$ cat src/sv/kce_pkg.sv
// Package for the keypad code entry controller.
// Field widths, key and slot codes, register indexes and reset values.
// No dependencies.
package kce_pkg;

  localparam int KEY_W      = 12;
  localparam int NIB_W      = 4;
  localparam int PASS_W     = 16;
  localparam int ELAPSED_W  = 24;
  localparam int STEP_W     = 20;
  localparam int HALF_W     = 16;
  localparam int AGE_W      = 16;
  localparam int CFG_IDX_W  = 3;
  localparam int CFG_DATA_W = 24;
  localparam int CODE_W     = 15;
  localparam int CODE_ACC_W = 14;
  localparam int DIV_CW     = $clog2(ELAPSED_W);

  typedef logic [NIB_W-1:0] nibble_t;

  localparam nibble_t NO_KEY     = 4'd15;
  localparam nibble_t EMPTY_SLOT = 4'd15;
  localparam nibble_t KEY_ZERO   = 4'd0;
  localparam nibble_t KEY_CLEAR  = 4'd11;
  localparam nibble_t KEY_OK     = 4'd12;
  localparam nibble_t DIGIT_LIM  = 4'd10;

  localparam logic [CFG_IDX_W-1:0] REG_PASSCODE  = 3'd0;
  localparam logic [CFG_IDX_W-1:0] REG_TIMEOUT   = 3'd1;
  localparam logic [CFG_IDX_W-1:0] REG_BAR_STEP  = 3'd2;
  localparam logic [CFG_IDX_W-1:0] REG_CLR_HALF  = 3'd3;
  localparam logic [CFG_IDX_W-1:0] REG_OK_HALF   = 3'd4;

  localparam logic [1:0] ST_WAIT     = 2'd0;
  localparam logic [1:0] ST_COMPLETE = 2'd1;
  localparam logic [1:0] ST_TIMEOUT  = 2'd2;

  localparam logic [1:0] COLOR_GREEN  = 2'd0;
  localparam logic [1:0] COLOR_YELLOW = 2'd1;
  localparam logic [1:0] COLOR_RED    = 2'd2;

  localparam logic [1:0] KS_NONE  = 2'd0;
  localparam logic [1:0] KS_CLICK = 2'd1;
  localparam logic [1:0] KS_WRONG = 2'd2;
  localparam logic [1:0] KS_CLEAR = 2'd3;

  localparam logic [1:0] BS_NONE   = 2'd0;
  localparam logic [1:0] BS_RED    = 2'd1;
  localparam logic [1:0] BS_NORMAL = 2'd2;

  localparam logic [CODE_W-1:0]     CODE_NONE = 15'h7FFF;
  localparam logic [CODE_ACC_W-1:0] CODE_SAT  = 14'h3FFF;

  localparam logic [PASS_W-1:0]    RST_PASSCODE = 16'd0;
  localparam logic [ELAPSED_W-1:0] RST_TIMEOUT  = 24'd60000;
  localparam logic [STEP_W-1:0]    RST_STEP     = 20'd2500;
  localparam logic [HALF_W-1:0]    RST_HALF     = 16'd250;

endpackage

$ cat src/sv/kce_if.sv
// Valid/ready channel interfaces of the keypad code entry controller.
// Depends on kce_pkg for payload widths.
interface kce_in_if;
  logic                        valid;
  logic                        ready;
  logic                        kind;
  logic [kce_pkg::KEY_W-1:0]   key_lines;
  modport source (output valid, kind, key_lines, input ready);
  modport sink   (input valid, kind, key_lines, output ready);
endinterface

interface kce_out_if;
  logic                               valid;
  logic                               ready;
  logic [1:0]                         status;
  logic [4:0]                         bar_lights;
  logic [1:0]                         bar_color;
  logic [15:0]                        shown_digits;
  logic [3:0]                         correct_mask;
  logic [3:0]                         wrong_mask;
  logic                               clear_lamp;
  logic                               ok_lamp;
  logic [1:0]                         key_sound;
  logic [1:0]                         bar_sound;
  logic signed [kce_pkg::CODE_W-1:0]  entered_code;
  modport source (output valid, status, bar_lights, bar_color, shown_digits, correct_mask,
                  wrong_mask, clear_lamp, ok_lamp, key_sound, bar_sound, entered_code,
                  input ready);
  modport sink   (input valid, status, bar_lights, bar_color, shown_digits, correct_mask,
                  wrong_mask, clear_lamp, ok_lamp, key_sound, bar_sound, entered_code,
                  output ready);
endinterface

interface kce_cfg_if;
  logic                             valid;
  logic                             ready;
  logic [kce_pkg::CFG_IDX_W-1:0]    index;
  logic [kce_pkg::CFG_DATA_W-1:0]   data;
  modport source (output valid, index, data, input ready);
  modport sink   (input valid, index, data, output ready);
endinterface

$ cat src/sv/keypad_code_entry_controller.sv
// Keypad code entry controller: slots, session timer, countdown bar, lamps.
// Depends on kce_pkg and the channel interfaces in kce_if.sv.
//
//   port      dir   beat
//   in_beat   sink  one sample (kind 0) or session restart (kind 1)
//   out_beat  src   one result per sample; restart gives none
//   cfg_beat  sink  register write, index and data
//
// Input stage then result register; one beat per cycle when not held off.
// Bar segment count is kept as a running quotient of elapsed time.
// A write to bar_step_ms re-divides elapsed time bit-serially, input held
// off meanwhile. No clearing pass after reset.
// Result register stall holds the input stage; cfg_beat is always ready.
module keypad_code_entry_controller #(
  parameter int CODE_DIGITS  = 4,
  parameter int BAR_SEGMENTS = 24
) (
  input  logic         clk,
  input  logic         rst_n,
  kce_in_if.sink       in_beat,
  kce_out_if.source    out_beat,
  kce_cfg_if.sink      cfg_beat
);

  localparam int LW     = $clog2(BAR_SEGMENTS + 1);
  localparam int SLOT_W = (CODE_DIGITS > 1) ? $clog2(CODE_DIGITS) : 1;
  localparam int EW     = kce_pkg::ELAPSED_W;
  localparam int SW     = kce_pkg::STEP_W;
  localparam int AW     = kce_pkg::AGE_W;
  localparam int CODE_ACC_W_L = kce_pkg::CODE_ACC_W;

  // configuration
  logic [kce_pkg::PASS_W-1:0] pass_r;
  logic [EW-1:0]              timeout_r;
  logic [SW-1:0]              step_r;
  logic [kce_pkg::HALF_W-1:0] clr_half_r;
  logic [kce_pkg::HALF_W-1:0] ok_half_r;

  // session state
  kce_pkg::nibble_t  slots_r [CODE_DIGITS];
  kce_pkg::nibble_t  slots_nxt [CODE_DIGITS];
  logic [1:0]        status_r, status_nxt;
  logic [EW-1:0]     elapsed_r, elapsed_nxt;
  logic [SW-1:0]     rem_r, rem_nxt;
  logic [LW-1:0]     q_r, q_nxt;
  logic [LW-1:0]     seg_before_r, seg_before_nxt;
  kce_pkg::nibble_t  held_r, held_nxt;
  logic [AW-1:0]     clr_age_r, clr_age_nxt;
  logic [AW-1:0]     ok_age_r, ok_age_nxt;
  logic [1:0]        lamp_r, lamp_nxt;

  // divider
  logic                       div_busy_r;
  logic [kce_pkg::DIV_CW-1:0] div_cnt_r;
  logic [SW:0]                div_rem_r;
  logic [EW-1:0]              div_quo_r;
  logic [SW:0]                div_sh;
  logic                       div_bit;
  logic [SW:0]                div_rem_nxt;
  logic [EW-1:0]              div_quo_nxt;

  // input stage
  logic                       s1_valid_r;
  logic                       s1_kind_r;
  logic [kce_pkg::KEY_W-1:0]  s1_lines_r;

  // result register
  logic        out_valid_r;
  logic [1:0]  o_status_r, o_status_nxt;
  logic [4:0]  o_lights_r, o_lights_nxt;
  logic [1:0]  o_color_r, o_color_nxt;
  logic [15:0] o_shown_r, o_shown_nxt;
  logic [3:0]  o_correct_r, o_correct_nxt;
  logic [3:0]  o_wrong_r, o_wrong_nxt;
  logic [1:0]  o_ksound_r, o_ksound_nxt;
  logic [1:0]  o_bsound_r, o_bsound_nxt;
  logic [kce_pkg::CODE_W-1:0] o_code_r, o_code_nxt;

  logic in_fire, cfg_fire, s2_fire, advance;
  logic [SW-1:0] step_eff;

  // sample datapath
  kce_pkg::nibble_t  code_dig [CODE_DIGITS];
  logic              el_inc;
  logic [LW-1:0]     lights;
  logic [5:0]        lights_x;
  logic [1:0]        color;
  logic              clear_flash, ok_flash;
  logic              has_empty, any_filled;
  logic [SLOT_W-1:0] first_empty, last_filled, last_post;
  kce_pkg::nibble_t  scan_key, act_key;
  logic              do_act;
  logic [CODE_ACC_W_L-1:0] code_acc;
  logic [17:0]       code_tmp;

  assign cfg_fire      = cfg_beat.valid & cfg_beat.ready;
  assign cfg_beat.ready = 1'b1;
  assign advance       = !out_valid_r || out_beat.ready;
  assign s2_fire       = s1_valid_r && advance && !div_busy_r;
  assign in_beat.ready = (!s1_valid_r || s2_fire) && !div_busy_r;
  assign in_fire       = in_beat.valid & in_beat.ready;
  assign step_eff      = (step_r == '0) ? SW'(1) : step_r;

  // restoring divide step
  always_comb begin
    div_sh  = {div_rem_r[SW-1:0], div_quo_r[EW-1]};
    div_bit = (div_sh >= {1'b0, step_eff});
    div_rem_nxt = div_bit ? (div_sh - {1'b0, step_eff}) : div_sh;
    div_quo_nxt = {div_quo_r[EW-2:0], div_bit};
  end

  always_comb begin
    for (int i = 0; i < CODE_DIGITS; i++) begin
      code_dig[i] = (i < 4) ? pass_r[(4 * i) % 16 +: 4] : 4'd0;
    end
  end

  always_comb begin
    for (int i = 0; i < CODE_DIGITS; i++) slots_nxt[i] = slots_r[i];
    status_nxt     = status_r;
    elapsed_nxt    = elapsed_r;
    rem_nxt        = rem_r;
    q_nxt          = q_r;
    seg_before_nxt = seg_before_r;
    held_nxt       = held_r;
    clr_age_nxt    = clr_age_r;
    ok_age_nxt     = ok_age_r;
    lamp_nxt       = lamp_r;
    o_ksound_nxt   = kce_pkg::KS_NONE;
    o_bsound_nxt   = kce_pkg::BS_NONE;
    clear_flash    = 1'b0;
    ok_flash       = 1'b1;
    has_empty      = 1'b0;
    any_filled     = 1'b0;
    first_empty    = '0;
    last_filled    = '0;
    last_post      = '0;
    scan_key       = kce_pkg::NO_KEY;
    act_key        = held_r;
    do_act         = 1'b0;
    el_inc         = 1'b0;
    lights         = '0;
    lights_x       = '0;
    color          = kce_pkg::COLOR_GREEN;
    code_acc       = '0;
    code_tmp       = '0;
    o_shown_nxt    = 16'hFFFF;
    o_correct_nxt  = '0;
    o_wrong_nxt    = '0;

    if (s1_kind_r) begin
      for (int i = 0; i < CODE_DIGITS; i++) slots_nxt[i] = kce_pkg::EMPTY_SLOT;
      status_nxt  = kce_pkg::ST_WAIT;
      elapsed_nxt = '0;
      rem_nxt     = '0;
      q_nxt       = '0;
      held_nxt    = kce_pkg::NO_KEY;
      clr_age_nxt = '0;
      ok_age_nxt  = '0;
    end else begin
      el_inc      = (elapsed_r != '1);
      elapsed_nxt = elapsed_r + EW'(el_inc);
      if (clr_age_r != '1) clr_age_nxt = clr_age_r + AW'(1);
      if (ok_age_r != '1) ok_age_nxt = ok_age_r + AW'(1);

      // advance running quotient
      if (el_inc) begin
        if (({1'b0, rem_r} + (SW+1)'(1)) == {1'b0, step_eff}) begin
          rem_nxt = '0;
          if (q_r != LW'(BAR_SEGMENTS)) q_nxt = q_r + LW'(1);
        end else begin
          rem_nxt = rem_r + SW'(1);
        end
      end

      for (int i = 0; i < CODE_DIGITS; i++) begin
        if (slots_r[i] == kce_pkg::EMPTY_SLOT) ok_flash = 1'b0;
        else if (slots_r[i] != code_dig[i]) clear_flash = 1'b1;
      end

      lights   = LW'(BAR_SEGMENTS) - q_nxt;
      lights_x = 6'(lights);
      if (lights_x < 6'd8) color = kce_pkg::COLOR_RED;
      else if (lights_x < 6'd16) color = kce_pkg::COLOR_YELLOW;
      else color = kce_pkg::COLOR_GREEN;
      if (seg_before_r != lights && seg_before_r != '0) begin
        o_bsound_nxt = (color == kce_pkg::COLOR_RED) ? kce_pkg::BS_RED : kce_pkg::BS_NORMAL;
      end
      seg_before_nxt = lights;
      if (elapsed_nxt >= timeout_r) status_nxt = kce_pkg::ST_TIMEOUT;

      for (int i = CODE_DIGITS - 1; i >= 0; i--) begin
        if (slots_r[i] == kce_pkg::EMPTY_SLOT) begin
          has_empty   = 1'b1;
          first_empty = SLOT_W'(i);
        end
      end
      for (int i = 0; i < CODE_DIGITS; i++) begin
        if (slots_r[i] != kce_pkg::EMPTY_SLOT) begin
          any_filled  = 1'b1;
          last_filled = SLOT_W'(i);
        end
      end

      // key scan, lowest line wins
      for (int i = kce_pkg::KEY_W - 1; i >= 0; i--) begin
        if (s1_lines_r[i]) begin
          if (i < 9) scan_key = 4'(i + 1);
          else if (i == 9) scan_key = kce_pkg::KEY_ZERO;
          else if (i == 10) scan_key = kce_pkg::KEY_CLEAR;
          else scan_key = kce_pkg::KEY_OK;
        end
      end

      if (s1_lines_r != '0) begin
        held_nxt = scan_key;
      end else if (held_r != kce_pkg::NO_KEY) begin
        do_act   = 1'b1;
        held_nxt = kce_pkg::NO_KEY;
      end

      if (do_act) begin
        if (act_key < kce_pkg::DIGIT_LIM) begin
          if (has_empty) slots_nxt[first_empty] = act_key;
          last_post = (has_empty && (!any_filled || first_empty > last_filled)) ?
                      first_empty : last_filled;
          o_ksound_nxt = (code_dig[last_post] != act_key) ? kce_pkg::KS_WRONG
                                                           : kce_pkg::KS_CLICK;
        end else if (act_key == kce_pkg::KEY_CLEAR) begin
          if (any_filled) slots_nxt[last_filled] = kce_pkg::EMPTY_SLOT;
          o_ksound_nxt = kce_pkg::KS_CLEAR;
        end else if (act_key == kce_pkg::KEY_OK) begin
          if (!has_empty) status_nxt = kce_pkg::ST_COMPLETE;
        end
      end

      if (clear_flash) begin
        if (clr_age_nxt > clr_half_r) begin
          lamp_nxt[0] = ~lamp_r[0];
          clr_age_nxt = '0;
        end
      end else begin
        lamp_nxt[0] = 1'b0;
      end
      if (ok_flash) begin
        if (ok_age_nxt > ok_half_r) begin
          lamp_nxt[1] = ~lamp_r[1];
          ok_age_nxt  = '0;
        end
      end else begin
        lamp_nxt[1] = 1'b0;
      end

      for (int i = 0; i < CODE_DIGITS; i++) begin
        if (i < 4) begin
          o_shown_nxt[(4 * i) % 16 +: 4] = slots_nxt[i];
          if (slots_nxt[i] != kce_pkg::EMPTY_SLOT) begin
            if (slots_nxt[i] == code_dig[i]) o_correct_nxt[i % 4] = 1'b1;
            else o_wrong_nxt[i % 4] = 1'b1;
          end
        end
        code_tmp = 18'(code_acc) * 18'd10 +
                   ((slots_nxt[i] == kce_pkg::EMPTY_SLOT) ? 18'd0 : 18'(slots_nxt[i]));
        code_acc = (code_tmp > 18'(kce_pkg::CODE_SAT)) ? kce_pkg::CODE_SAT
                                                       : code_tmp[CODE_ACC_W_L-1:0];
      end
    end

    o_status_nxt  = status_nxt;
    o_lights_nxt  = 5'(lights);
    o_color_nxt   = color;
    o_code_nxt    = (status_nxt == kce_pkg::ST_COMPLETE) ? {1'b0, code_acc}
                                                         : kce_pkg::CODE_NONE;
  end

  always_ff @(posedge clk) begin
    if (!rst_n) begin
      pass_r       <= kce_pkg::RST_PASSCODE;
      timeout_r    <= kce_pkg::RST_TIMEOUT;
      step_r       <= kce_pkg::RST_STEP;
      clr_half_r   <= kce_pkg::RST_HALF;
      ok_half_r    <= kce_pkg::RST_HALF;
      for (int i = 0; i < CODE_DIGITS; i++) slots_r[i] <= kce_pkg::EMPTY_SLOT;
      status_r     <= kce_pkg::ST_WAIT;
      elapsed_r    <= '0;
      rem_r        <= '0;
      q_r          <= '0;
      seg_before_r <= '0;
      held_r       <= kce_pkg::NO_KEY;
      clr_age_r    <= '0;
      ok_age_r     <= '0;
      lamp_r       <= '0;
      div_busy_r   <= 1'b0;
      div_cnt_r    <= '0;
      s1_valid_r   <= 1'b0;
      out_valid_r  <= 1'b0;
    end else begin
      if (cfg_fire) begin
        unique case (cfg_beat.index)
          kce_pkg::REG_PASSCODE: pass_r     <= cfg_beat.data[kce_pkg::PASS_W-1:0];
          kce_pkg::REG_TIMEOUT:  timeout_r  <= cfg_beat.data[EW-1:0];
          kce_pkg::REG_BAR_STEP: step_r     <= cfg_beat.data[SW-1:0];
          kce_pkg::REG_CLR_HALF: clr_half_r <= cfg_beat.data[kce_pkg::HALF_W-1:0];
          kce_pkg::REG_OK_HALF:  ok_half_r  <= cfg_beat.data[kce_pkg::HALF_W-1:0];
          default: ;
        endcase
      end

      // re-divide elapsed time after a new bar step
      if (cfg_fire && cfg_beat.index == kce_pkg::REG_BAR_STEP) begin
        div_busy_r <= 1'b1;
        div_cnt_r  <= '0;
      end else if (div_busy_r) begin
        div_cnt_r <= div_cnt_r + kce_pkg::DIV_CW'(1);
        if (div_cnt_r == kce_pkg::DIV_CW'(EW - 1)) begin
          div_busy_r <= 1'b0;
          rem_r      <= div_rem_nxt[SW-1:0];
          q_r        <= (div_quo_nxt >= EW'(BAR_SEGMENTS)) ? LW'(BAR_SEGMENTS)
                                                            : div_quo_nxt[LW-1:0];
        end
      end

      if (in_fire) s1_valid_r <= 1'b1;
      else if (s2_fire) s1_valid_r <= 1'b0;

      if (s2_fire) begin
        for (int i = 0; i < CODE_DIGITS; i++) slots_r[i] <= slots_nxt[i];
        status_r     <= status_nxt;
        elapsed_r    <= elapsed_nxt;
        rem_r        <= rem_nxt;
        q_r          <= q_nxt;
        seg_before_r <= seg_before_nxt;
        held_r       <= held_nxt;
        clr_age_r    <= clr_age_nxt;
        ok_age_r     <= ok_age_nxt;
        lamp_r       <= lamp_nxt;
      end

      if (s2_fire && !s1_kind_r) out_valid_r <= 1'b1;
      else if (out_beat.ready) out_valid_r <= 1'b0;
    end
  end

  always_ff @(posedge clk) begin
    if (cfg_fire && cfg_beat.index == kce_pkg::REG_BAR_STEP) begin
      div_rem_r <= '0;
      div_quo_r <= elapsed_r;
    end else if (div_busy_r) begin
      div_rem_r <= div_rem_nxt;
      div_quo_r <= div_quo_nxt;
    end
    if (in_fire) begin
      s1_kind_r  <= in_beat.kind;
      s1_lines_r <= in_beat.key_lines;
    end
    if (s2_fire && !s1_kind_r) begin
      o_status_r  <= o_status_nxt;
      o_lights_r  <= o_lights_nxt;
      o_color_r   <= o_color_nxt;
      o_shown_r   <= o_shown_nxt;
      o_correct_r <= o_correct_nxt;
      o_wrong_r   <= o_wrong_nxt;
      o_ksound_r  <= o_ksound_nxt;
      o_bsound_r  <= o_bsound_nxt;
      o_code_r    <= o_code_nxt;
    end
  end

  assign out_beat.valid        = out_valid_r;
  assign out_beat.status       = o_status_r;
  assign out_beat.bar_lights   = o_lights_r;
  assign out_beat.bar_color    = o_color_r;
  assign out_beat.shown_digits = o_shown_r;
  assign out_beat.correct_mask = o_correct_r;
  assign out_beat.wrong_mask   = o_wrong_r;
  assign out_beat.clear_lamp   = lamp_r[0];
  assign out_beat.ok_lamp      = lamp_r[1];
  assign out_beat.key_sound    = o_ksound_r;
  assign out_beat.bar_sound    = o_bsound_r;
  assign out_beat.entered_code = o_code_r;

`ifndef ASSERT_OFF
  a_rem_below_step: assert property (@(posedge clk) disable iff (!rst_n)
    !div_busy_r |-> (rem_r < step_eff))
    else $error("bar remainder not below step");

  a_q_bounded: assert property (@(posedge clk) disable iff (!rst_n)
    q_r <= LW'(BAR_SEGMENTS))
    else $error("bar quotient above segment count");

  a_restart_clears: assert property (@(posedge clk) disable iff (!rst_n)
    (s2_fire && s1_kind_r) |=> (elapsed_r == '0 && q_r == '0 && status_r == kce_pkg::ST_WAIT))
    else $error("restart left timer or status set");

  a_no_input_while_dividing: assert property (@(posedge clk) disable iff (!rst_n)
    div_busy_r |-> (!s2_fire && !in_fire))
    else $error("sample taken during re-divide");
`endif

endmodule

$ cat src/flat_wrapper.sv
// flat-port wrapper written by rule: the top's interface ports become plain ports
module keypad_code_entry_controller_flat 
#(
  parameter int CODE_DIGITS  = 4,
  parameter int BAR_SEGMENTS = 24
)
  (clk, rst_n, in_beat_valid, in_beat_kind, in_beat_key_lines, in_beat_ready, out_beat_valid, out_beat_status, out_beat_bar_lights, out_beat_bar_color, out_beat_shown_digits, out_beat_correct_mask, out_beat_wrong_mask, out_beat_clear_lamp, out_beat_ok_lamp, out_beat_key_sound, out_beat_bar_sound, out_beat_entered_code, out_beat_ready, cfg_beat_valid, cfg_beat_index, cfg_beat_data, cfg_beat_ready);
  kce_in_if in_beat_i ();
  kce_out_if out_beat_i ();
  kce_cfg_if cfg_beat_i ();
  input  logic clk;
  input  logic rst_n;
  input wire logic [$bits(in_beat_i.valid)-1:0] in_beat_valid;
  input wire logic [$bits(in_beat_i.kind)-1:0] in_beat_kind;
  input wire logic [$bits(in_beat_i.key_lines)-1:0] in_beat_key_lines;
  output wire logic [$bits(in_beat_i.ready)-1:0] in_beat_ready;
  output wire logic [$bits(out_beat_i.valid)-1:0] out_beat_valid;
  output wire logic [$bits(out_beat_i.status)-1:0] out_beat_status;
  output wire logic [$bits(out_beat_i.bar_lights)-1:0] out_beat_bar_lights;
  output wire logic [$bits(out_beat_i.bar_color)-1:0] out_beat_bar_color;
  output wire logic [$bits(out_beat_i.shown_digits)-1:0] out_beat_shown_digits;
  output wire logic [$bits(out_beat_i.correct_mask)-1:0] out_beat_correct_mask;
  output wire logic [$bits(out_beat_i.wrong_mask)-1:0] out_beat_wrong_mask;
  output wire logic [$bits(out_beat_i.clear_lamp)-1:0] out_beat_clear_lamp;
  output wire logic [$bits(out_beat_i.ok_lamp)-1:0] out_beat_ok_lamp;
  output wire logic [$bits(out_beat_i.key_sound)-1:0] out_beat_key_sound;
  output wire logic [$bits(out_beat_i.bar_sound)-1:0] out_beat_bar_sound;
  output wire logic [$bits(out_beat_i.entered_code)-1:0] out_beat_entered_code;
  input wire logic [$bits(out_beat_i.ready)-1:0] out_beat_ready;
  input wire logic [$bits(cfg_beat_i.valid)-1:0] cfg_beat_valid;
  input wire logic [$bits(cfg_beat_i.index)-1:0] cfg_beat_index;
  input wire logic [$bits(cfg_beat_i.data)-1:0] cfg_beat_data;
  output wire logic [$bits(cfg_beat_i.ready)-1:0] cfg_beat_ready;
  assign in_beat_i.valid = in_beat_valid;
  assign in_beat_i.kind = in_beat_kind;
  assign in_beat_i.key_lines = in_beat_key_lines;
  assign in_beat_ready = in_beat_i.ready;
  assign out_beat_valid = out_beat_i.valid;
  assign out_beat_status = out_beat_i.status;
  assign out_beat_bar_lights = out_beat_i.bar_lights;
  assign out_beat_bar_color = out_beat_i.bar_color;
  assign out_beat_shown_digits = out_beat_i.shown_digits;
  assign out_beat_correct_mask = out_beat_i.correct_mask;
  assign out_beat_wrong_mask = out_beat_i.wrong_mask;
  assign out_beat_clear_lamp = out_beat_i.clear_lamp;
  assign out_beat_ok_lamp = out_beat_i.ok_lamp;
  assign out_beat_key_sound = out_beat_i.key_sound;
  assign out_beat_bar_sound = out_beat_i.bar_sound;
  assign out_beat_entered_code = out_beat_i.entered_code;
  assign out_beat_i.ready = out_beat_ready;
  assign cfg_beat_i.valid = cfg_beat_valid;
  assign cfg_beat_i.index = cfg_beat_index;
  assign cfg_beat_i.data = cfg_beat_data;
  assign cfg_beat_ready = cfg_beat_i.ready;
  keypad_code_entry_controller #(.CODE_DIGITS(CODE_DIGITS), .BAR_SEGMENTS(BAR_SEGMENTS)) u_core (.clk(clk), .rst_n(rst_n), .in_beat(in_beat_i), .out_beat(out_beat_i), .cfg_beat(cfg_beat_i));
endmodule
$ cat config.mk
export PLATFORM = sky130hd
export DESIGN_NAME = keypad_code_entry_controller_flat
export DESIGN_NICKNAME = d
export VERILOG_FILES = /design/src/sv/kce_pkg.sv /design/src/sv/kce_if.sv /design/src/sv/keypad_code_entry_controller.sv /design/src/flat_wrapper.sv
export SDC_FILE = /design/constraint.sdc
export NUM_CORES = 1
export LEC_CHECK = 0
export BUFFER_PORTS_ARGS = -buffer_cell sky130_fd_sc_hd__buf_2
export CORE_ASPECT_RATIO = 0.8
export CORE_UTILIZATION = 60
export CTS_BUF_LIST = sky130_fd_sc_hd__clkbuf_16
export CTS_CLUSTER_SIZE = 20
export DETAILED_ROUTE_END_ITERATION = 7
export GPL_ROUTABILITY_DRIVEN = 0
export PLACE_DENSITY = 0.86
export SLEW_MARGIN = 10
export SYNTH_ARGS = -nofsm -noshare
export SYNTH_HDL_FRONTEND = slang
export SYNTH_SLANG_ARGS = --single-unit
$ cat constraint.sdc
create_clock -name clk -period 16.9 [get_ports clk]
set_clock_uncertainty 0.1 [all_clocks]
set_input_delay 0.845 -clock clk [delete_from_list [all_inputs] [get_ports clk]]
set_output_delay 0.845 -clock clk [all_outputs]
set_load 0.05 [all_outputs]
==> results of run 1 <==
[sequential cells by signal, indices dropped and copies added, names as in the netlist, 4 cells and up]
name	flops
u_core.s1_lines_r	12
u_core.clr_age_r	16
u_core.div_quo_r	24
u_core.out_beat.shown_digits	16
u_core.out_beat.correct_mask	4
u_core.act_key	4
u_core.out_beat.entered_code	15
u_core.ok_age_r	16
u_core.q_r	5
u_core.out_beat.wrong_mask	4
u_core.out_beat.bar_lights	5
u_core.step_r	20
u_core.clr_half_r	16
u_core.timeout_r	24
u_core.pass_r	16
u_core.div_cnt_r	5
u_core.slots_r	16
u_core.elapsed_r	24
u_core.ok_half_r	16
u_core.seg_before_r	5
u_core.rem_r	20
u_core.div_rem_r	20
[tightest hold or removal path: cells and delay by family (launching register included)]
kind            cells  cell delay (ns)
simple gates        1             0.05
compound gates      1             0.05
flops               1             0.31
[cell type report]
class	count	area share
multi-input cells	1754	0.526
well taps	427	0.0246
clock inverters	27	0.0153
clock buffers	35	0.0403
flip-flops and latches	319	0.342
repair buffers	119	0.0296
inverters	127	0.0219
[layer usage]
metal  up-vias  routed length [µm]  track usage
met5         -                   0            0
met4         0                2290        0.127
met3       225                5870       0.0593
met2      1041               24800        0.518
met1      8459               22100        0.434
li1       8319                   -            -
[power by group through the flow]
stage / sequential [W] / clock, W / combinational [W]
floorplan: 0.000885 / 0 / 0.000350
finish: 0.000877 / 0.000817 / 0.000486
global route: 0.000882 / 0.000851 / 0.000527
global placement: 0.000889 / 0 / 0.000449
CTS: 0.000875 / 0.000819 / 0.000475
detailed placement: 0.000891 / 0 / 0.000466
[layout by cell type, fill, tap and decap left out, drive strengths merged, types with 9 or more instances in the layout]
cell	n
dfxtp	214
a21o	27
nor2	144
nand2	356
nor4	28
o21ai	68
inv	132
nand3	79
o21a	26
xor2	63
mux2i	27
clkbuf	35
or2	22
clkinv	11
o211ai	28
or4	9
nand2b	29
nor3	45
a21oi	164
a31oi	44
and4	13
xnor2	106
nand4	39
a211oi	33
edfxtp	105
or3	9
a22o	23
buf	119
and3	32
a22oi	17
ha	138
nor2b	41
o22ai	9
and2	16
[path summary, 6_finish.rpt]
kind	startpoint	to	slack (ns)	depth (start not counted)
worst max-delay path	u_core.s1_lines_r[3]$_DFFE_PP_	u_core.out_beat.entered_code[0]$_SDFFCE_PP1P_	5.96	34
worst min-delay path	u_core.timeout_r[18]$_SDFFE_PN0P_	u_core.timeout_r[18]$_SDFFE_PN0P_	0.36	2
worst max register to register	u_core.s1_lines_r[3]$_DFFE_PP_	u_core.out_beat.entered_code[0]$_SDFFCE_PP1P_	5.96	34
worst min register to register	u_core.timeout_r[18]$_SDFFE_PN0P_	u_core.timeout_r[18]$_SDFFE_PN0P_	0.36	2
[through the flow]
step	hold slack [ns]	setup WS, ns	power [W]
5_1_grt	0.363	5.17	0.00226
4_1_cts	0.357	6.20	0.00217
3_3_place_gp	0.345	6.98	0.00134
2_1_floorplan	0.336	7.95	0.00123
3_5_place_dp	0.348	6.41	0.00136
6_report	0.356	5.96	0.00218
[logic make-up after synthesis]
| logic type | after synthesis | synth area share |
|---|---|---|
| AO/OA/AOI/OAI | 519 | 0.172 |
| XOR/XNOR | 171 | 0.0771 |
| adder cells (fa/ha/maj) | 145 | 0.0944 |
| buffers and inverters | 240 | 0.0468 |
| flip-flops | 319 | 0.376 |
| multiplexers | 31 | 0.0159 |
| other | 2 | 0.000380 |
| AND/OR/NAND/NOR | 886 | 0.218 |
==> reports/results.tsv, run 1 <==
stage	metric	value	unit
worst_setup_path	worst setup path class	reg -> reg	
timing	RSZ-0062 raised after global routing	false	
drt	drt wl/cell	19.6	µm
timing	Setup TNS	0	ns
clock_tree	total CTS buffers	34	
worst_setup_path	Worst path slowest cell	a21oi_1	
cells_and_area	diode count	0	
yosys	synthesized flop and latch total	319	
cells_and_area	register area	0.00744	mm²
power_and_ir_drop	PD cells	100	mW/mm²
timing	count of final setup violators	0	
timing	f_max	91.4	MHz
power_and_ir_drop	Logic pwr share	0.223	
floorplan	Rows	59	
timing	max-slew violations	0	
grt	initial antenna violation count	0	
grt	vias in the first global route	16816	
yosys	top cells by count, synth	nand2_1, dfxtp_1, a21oi_1	
place	DP Wirelength	38700	µm
cells_and_area	non-filler cells, final	2808	
power_and_ir_drop	Int Power	0.00151	W
yosys	Synth area leaders	dfxtp_1, edfxtp_1, ha_1	
worst_setup_path	Crit path buffers/inverters	0	
worst_setup_path	Worst setup SP type	register	
yosys	Yosys warning count	0	
drt	Final ANT Viol Nets	0	
cells_and_area	final design utilization	0.669	
power_and_ir_drop	Clock Power Share	0.375	
clock_tree	# resized after CTS	0	
clock_tree	clock network latency to the later pin of the worst-skew pair	0.55	ns
worst_setup_path	slowest stage delay, CP	0.87	ns
timing	Slew headroom	0.195	
timing	Final Critical Period	10.94	ns
power_and_ir_drop	NetSw	0.000669	W
cells_and_area	# nets final	2545	
yosys	sequential element share of the synthesized area	0.376	
floorplan	initial core utilization	0.609	
yosys	Cell Area, Synth	0.0198	mm²
yosys	async set or reset register ratio after synthesis	0	
grt	global-route wire length before repair	87000	µm
clock_tree	postcts setup bufs	0	
yosys	Post-synth EDFFs	105	
drt	DRC Markers	0	
worst_setup_path	CP top delay family	compound AO/OA/AOI/OAI gates	
power_and_ir_drop	sw frac	0.307	
floorplan	I/O pin cnt	102	
clock_tree	H-tree Lvls	2	
floorplan	full die area	0.0337	mm²
cells_and_area	Syn-to-layout area delta	9.88	%
worst_setup_path	arrival time worst endpoint	11.07	ns
grt	largest net degree at the start of global routing	72	
place	placed cells	2746	
clock_tree	TritonCTS clock tree	done	
worst_setup_path	Critical Path End Type	register	
yosys	post-synth cell types	82	
drt	via count	18044	
cells_and_area	Final Cell Area	0.0217	mm²
cells_and_area	Fillers	2505	
drt	final wirelength	55000	µm
yosys	post-synth top area cell	dfxtp_1	
timing	Tcrit/Tclk final	0.647	
worst_setup_path	critical path required time	17.03	ns
floorplan	die height	164	µm
clock_tree	clock root buffer	clkbuf_16	
place	port buffer count	100	
yosys	top-area cell type share of the netlist area	0.217	
power_and_ir_drop	VDD IR max	0.000153	V
yosys	Post-Syn Area per Cell	8.55	µm²
clock_tree	Reg clk slew, reported paths	0.06	ns
yosys	Post-synth top flop	dfxtp_1	
yosys	top-count cell post-synth	nand2_1	
grt	Total GRT Usage	0.324	
power_and_ir_drop	Leakage Power	8.67	nW
floorplan	Die W	205	µm
worst_setup_path	crit-path max FO	14	
clock_tree	clk buf depth	3	
yosys	Net Count, Synth	2503	
clock_tree	clk sinks	319	
grt	total congestion overflow	0	
yosys	Mapped Cells	2313	
min_path	worst hold path class	reg -> reg	
clock_tree	Post-CTS Hold Buffers	0	
drt	DRT Pass-1 Iters	7	
floorplan	core area	0.0325	mm²
timing	Least-Margin Pin Slew	1.21	ns
power_and_ir_drop	Seq pwr share	0.402	
drt	via/cell ratio	6.43	
cells_and_area	share of layout cells above drive strength 1	0.0937	
run_status	status	finished, final reports clean	
place	DP Area	0.0205	mm²
job	# Max-Cap Violations	0	
drt	Starting DRT DRC Count	2214	
cells_and_area	area of the multi-input gates	0.0114	mm²
timing	Fin. Hold Viols	0	
Power figures use the tool's default switching activity.
==> run 2, diff against run 1 <==
Settings changed: ABC_AREA from default to 1.
Clock period 16.9 ns to 10.4 ns, I/O delays scaled along.
==> reports/results.tsv, run 2 <==
stage	metric	value	unit	change
run_status	status	finished, final reports clean		
cells_and_area	area of the multi-input gates	0.0106	mm²	-7.2%
power_and_ir_drop	PD cells	167	mW/mm²	+67%
worst_setup_path	slowest stage delay, CP	0.71	ns	-0.16 ns
clock_tree	Post-CTS Hold Buffers	0		unchanged
clock_tree	total CTS buffers	34		unchanged
yosys	Cell Area, Synth	0.0199	mm²	+0.45%
floorplan	core area	0.0326	mm²	+0.23%
grt	global-route wire length before repair	85800	µm	-1.5%
worst_setup_path	reg2reg start	u_core.s1_lines_r[7]$_DFFE_PP_		
cells_and_area	non-filler cells, final	3148		+12%
cells_and_area	register area	0.00744	mm²	unchanged
floorplan	initial core utilization	0.610		+0.00135
clock_tree	postcts setup bufs	0		unchanged
cells_and_area	biggest regs	u_core.div_quo_r: 24 flops, u_core.elapsed_r: 24 flops, u_core.timeout_r: 24 flops		
drt	final wirelength	53700	µm	-2.3%
yosys	Post-Syn Area per Cell	7.55	µm²	-12%
timing	Slew headroom	0.212		+0.0163
floorplan	I/O pin cnt	102		unchanged
yosys	async set or reset register ratio after synthesis	0		unchanged
drt	DRT Pass-1 Iters	7		unchanged
cells_and_area	# nets final	2885		+13%
yosys	Synth area leaders	dfxtp_1, edfxtp_1, nand2_1		
job	# Max-Cap Violations	0		unchanged
drt	via/cell ratio	5.93		-7.7%
clock_tree	TritonCTS clock tree	done		
clock_tree	clock root buffer	clkbuf_16		
drt	Final ANT Viol Nets	0		unchanged
floorplan	Rows	59		unchanged
yosys	Yosys warning count	0		unchanged
cells_and_area	Fillers	2524		+0.76%
grt	largest net degree at the start of global routing	111		+54%
worst_setup_path	R2R Path End	u_core.out_beat.entered_code[0]$_SDFFCE_PP1P_		
grt	Total GRT Usage	0.315		-0.00931
floorplan	die height	165	µm	+0.22%
grt	vias in the first global route	17596		+4.6%
cells_and_area	final design utilization	0.670		+0.00160
yosys	top-area cell type share of the netlist area	0.216		-0.000969
grt	total congestion overflow	0		unchanged
power_and_ir_drop	Leakage Power	9.46	nW	+9.1%
clock_tree	Reg clk slew, reported paths	0.07	ns	about the same
cells_and_area	commonest non-fill, non-tap cell in the layout	nand2_1		
timing	Least-Margin Pin Slew	1.18	ns	-0.0275 ns
min_path	Hold Path End	u_core.s1_lines_r[11]$_DFFE_PP_		
timing	Setup TNS	0	ns	unchanged
yosys	Post-synth EDFFs	105		unchanged
place	DP Wirelength	39100	µm	+0.96%
clock_tree	# resized after CTS	0		unchanged
clock_tree	clock network latency to the later pin of the worst-skew pair	0.53	ns	-0.02 ns
min_path	worst hold path depth	1		-1
yosys	synthesized flop and latch total	319		unchanged
clock_tree	clk sinks	319		unchanged
timing	f_max	115	MHz	+26%
floorplan	Die W	205	µm	+0.22%
worst_setup_path	worst setup path class	reg -> reg		
worst_setup_path	Worst path slowest cell	nor2_1		
yosys	post-synth top area cell	dfxtp_1		
clock_tree	H-tree Lvls	2		unchanged
min_path	worst hold path class	in -> reg		
worst_setup_path	critical path required time	10.53	ns	-6.50 ns
cells_and_area	Syn-to-layout area delta	9.90	%	about the same
timing	Fin Hold WS	0.0751	ns	-0.280 ns
drt	Starting DRT DRC Count	2114		-4.5%
yosys	Post-synth top flop	dfxtp_1		
place	placed cells	3086		+12%
worst_setup_path	Critical Path End Type	register		
timing	Tcrit/Tclk final	0.833		+0.186
timing	RSZ-0062 raised after global routing	false		
yosys	Net Count, Synth	2819		+13%
worst_setup_path	crit-path max FO	14		unchanged
yosys	Mapped Cells	2629		+14%
floorplan	full die area	0.0338	mm²	+0.44%
cells_and_area	most frequent cells in the layout	nand2_1, inv_1, nor2_1, dfxtp_1, o21ai_0		
yosys	sequential element share of the synthesized area	0.374		-0.00168
worst_setup_path	register-to-register setup slack	1.73	ns	-4.23 ns
place	port buffer count	100		unchanged
clock_tree	clk buf depth	3		unchanged
timing	count of final setup violators	0		unchanged
worst_setup_path	Worst setup SP type	register		
drt	drt wl/cell	17.1	µm	-13%
power_and_ir_drop	VDD IR max	0.000128	V	-17%
drt	DRC Markers	0		unchanged
drt	via count	18669		+3.5%
cells_and_area	share of layout cells above drive strength 1	0.0930		-0.000643
yosys	top-count cell post-synth	nand2_1		
timing	max-slew violations	0		unchanged
yosys	post-synth cell types	65		-21%
timing	Final Critical Period	8.67	ns	-2.27 ns
min_path	launch point of the worst hold path	in_beat_key_lines[11]		
grt	initial antenna violation count	1		+1
timing	Fin. Hold Viols	0		unchanged
yosys	top cells by count, synth	nand2_1, inv_1, nor2_1		
worst_setup_path	arrival time worst endpoint	8.80	ns	-2.27 ns
worst_setup_path	Worst R2R Path Depth	41		+21%
run 2: changes by cell type after synthesis, sizes merged, moves of 27 or more:
cell    delta
mux2i     -27
nand2b    -29
o21ai    +148
inv      +268
a31oi     -27
nor2      +95
nor2b     -41
and3      -30
nand2    +159
nand3     +64
xnor2     -75
xor2      +34
run 2: final cells by class:
class,count,area share
tap,427,0.0245
inverter,399,0.0686
multi-input combinational,1827,0.486
clock inverter,25,0.0109
sequential,319,0.341
antenna,1,0.000115
clock buffer,36,0.0413
timing repair buffer,114,0.0279
run 2: metrics by stage:
| step | power [W] | setup slack [ns] | instance area [µm²] |
|---|---|---|---|
| global route | 0.00382 | 0.917 | 21800 |
| finish | 0.00365 | 1.73 | 21800 |
| floorplan | 0.00215 | 3.20 | 19900 |
| CTS | 0.00363 | 1.84 | 21800 |
| detailed placement | 0.00238 | 1.88 | 20700 |
| global placement | 0.00235 | 2.37 | 20700 |
run 2: kinds of logic (layout without fill, tap and decap cells):
kind of cell             count (synthesis)  after routing  synth area share
AO/OA/AOI/OAI                          531            531             0.152
other                                    2              3          0.000378
XOR/XNOR                               130            130            0.0591
flip-flops                             319            319             0.374
adder cells (fa/ha/maj)                145            145            0.0940
AND/OR/NAND/NOR                       1019           1019             0.228
buffers and inverters                  483            574            0.0926
run 2: worst max path at each step:
stage          slack, ns                                             end                            from  cells past startpoint
2_1_floorplan       3.20  u_core.out_beat.entered_code[10]$_SDFFCE_PP1P_  u_core.s1_lines_r[7]$_DFFE_PP_                     42
3_3_place_gp        2.37   u_core.out_beat.entered_code[0]$_SDFFCE_PP1P_  u_core.s1_lines_r[7]$_DFFE_PP_                     41
6_report            1.73   u_core.out_beat.entered_code[0]$_SDFFCE_PP1P_  u_core.s1_lines_r[7]$_DFFE_PP_                     41
4_1_cts             1.84   u_core.out_beat.entered_code[0]$_SDFFCE_PP1P_  u_core.s1_lines_r[7]$_DFFE_PP_                     41
5_1_grt             0.92   u_core.out_beat.entered_code[0]$_SDFFCE_PP1P_  u_core.s1_lines_r[7]$_DFFE_PP_                     41
3_5_place_dp        1.88   u_core.out_beat.entered_code[6]$_SDFFCE_PP1P_  u_core.s1_lines_r[7]$_DFFE_PP_                     41
run 2: metal layers:
metal	global-route usage	wire, µm	vias to the layer above
met5	0	0	-
met4	0.128	1900	0
met3	0.0472	5540	166
met2	0.506	23800	991
met1	0.425	22500	8635
li1	-	-	8877
run 2: report_power, final:
group	switching [W]	total, W	internal (W)
clock network	0.000528	0.00126	0.000731
registers	0.0000704	0.00144	0.00137
logic	0.000636	0.000948	0.000312
run 2: critical path: cells and delay by family (launching register included):
kind	cells	cell delay (ns)
buffers and inverters	2	0.18
AOI/OAI and AO/OA	5	0.85
DFF	1	0.39
and+or+nand+nor	23	3.63
xor gates and xnor gates	4	0.78
adders and majority gates	7	2.45
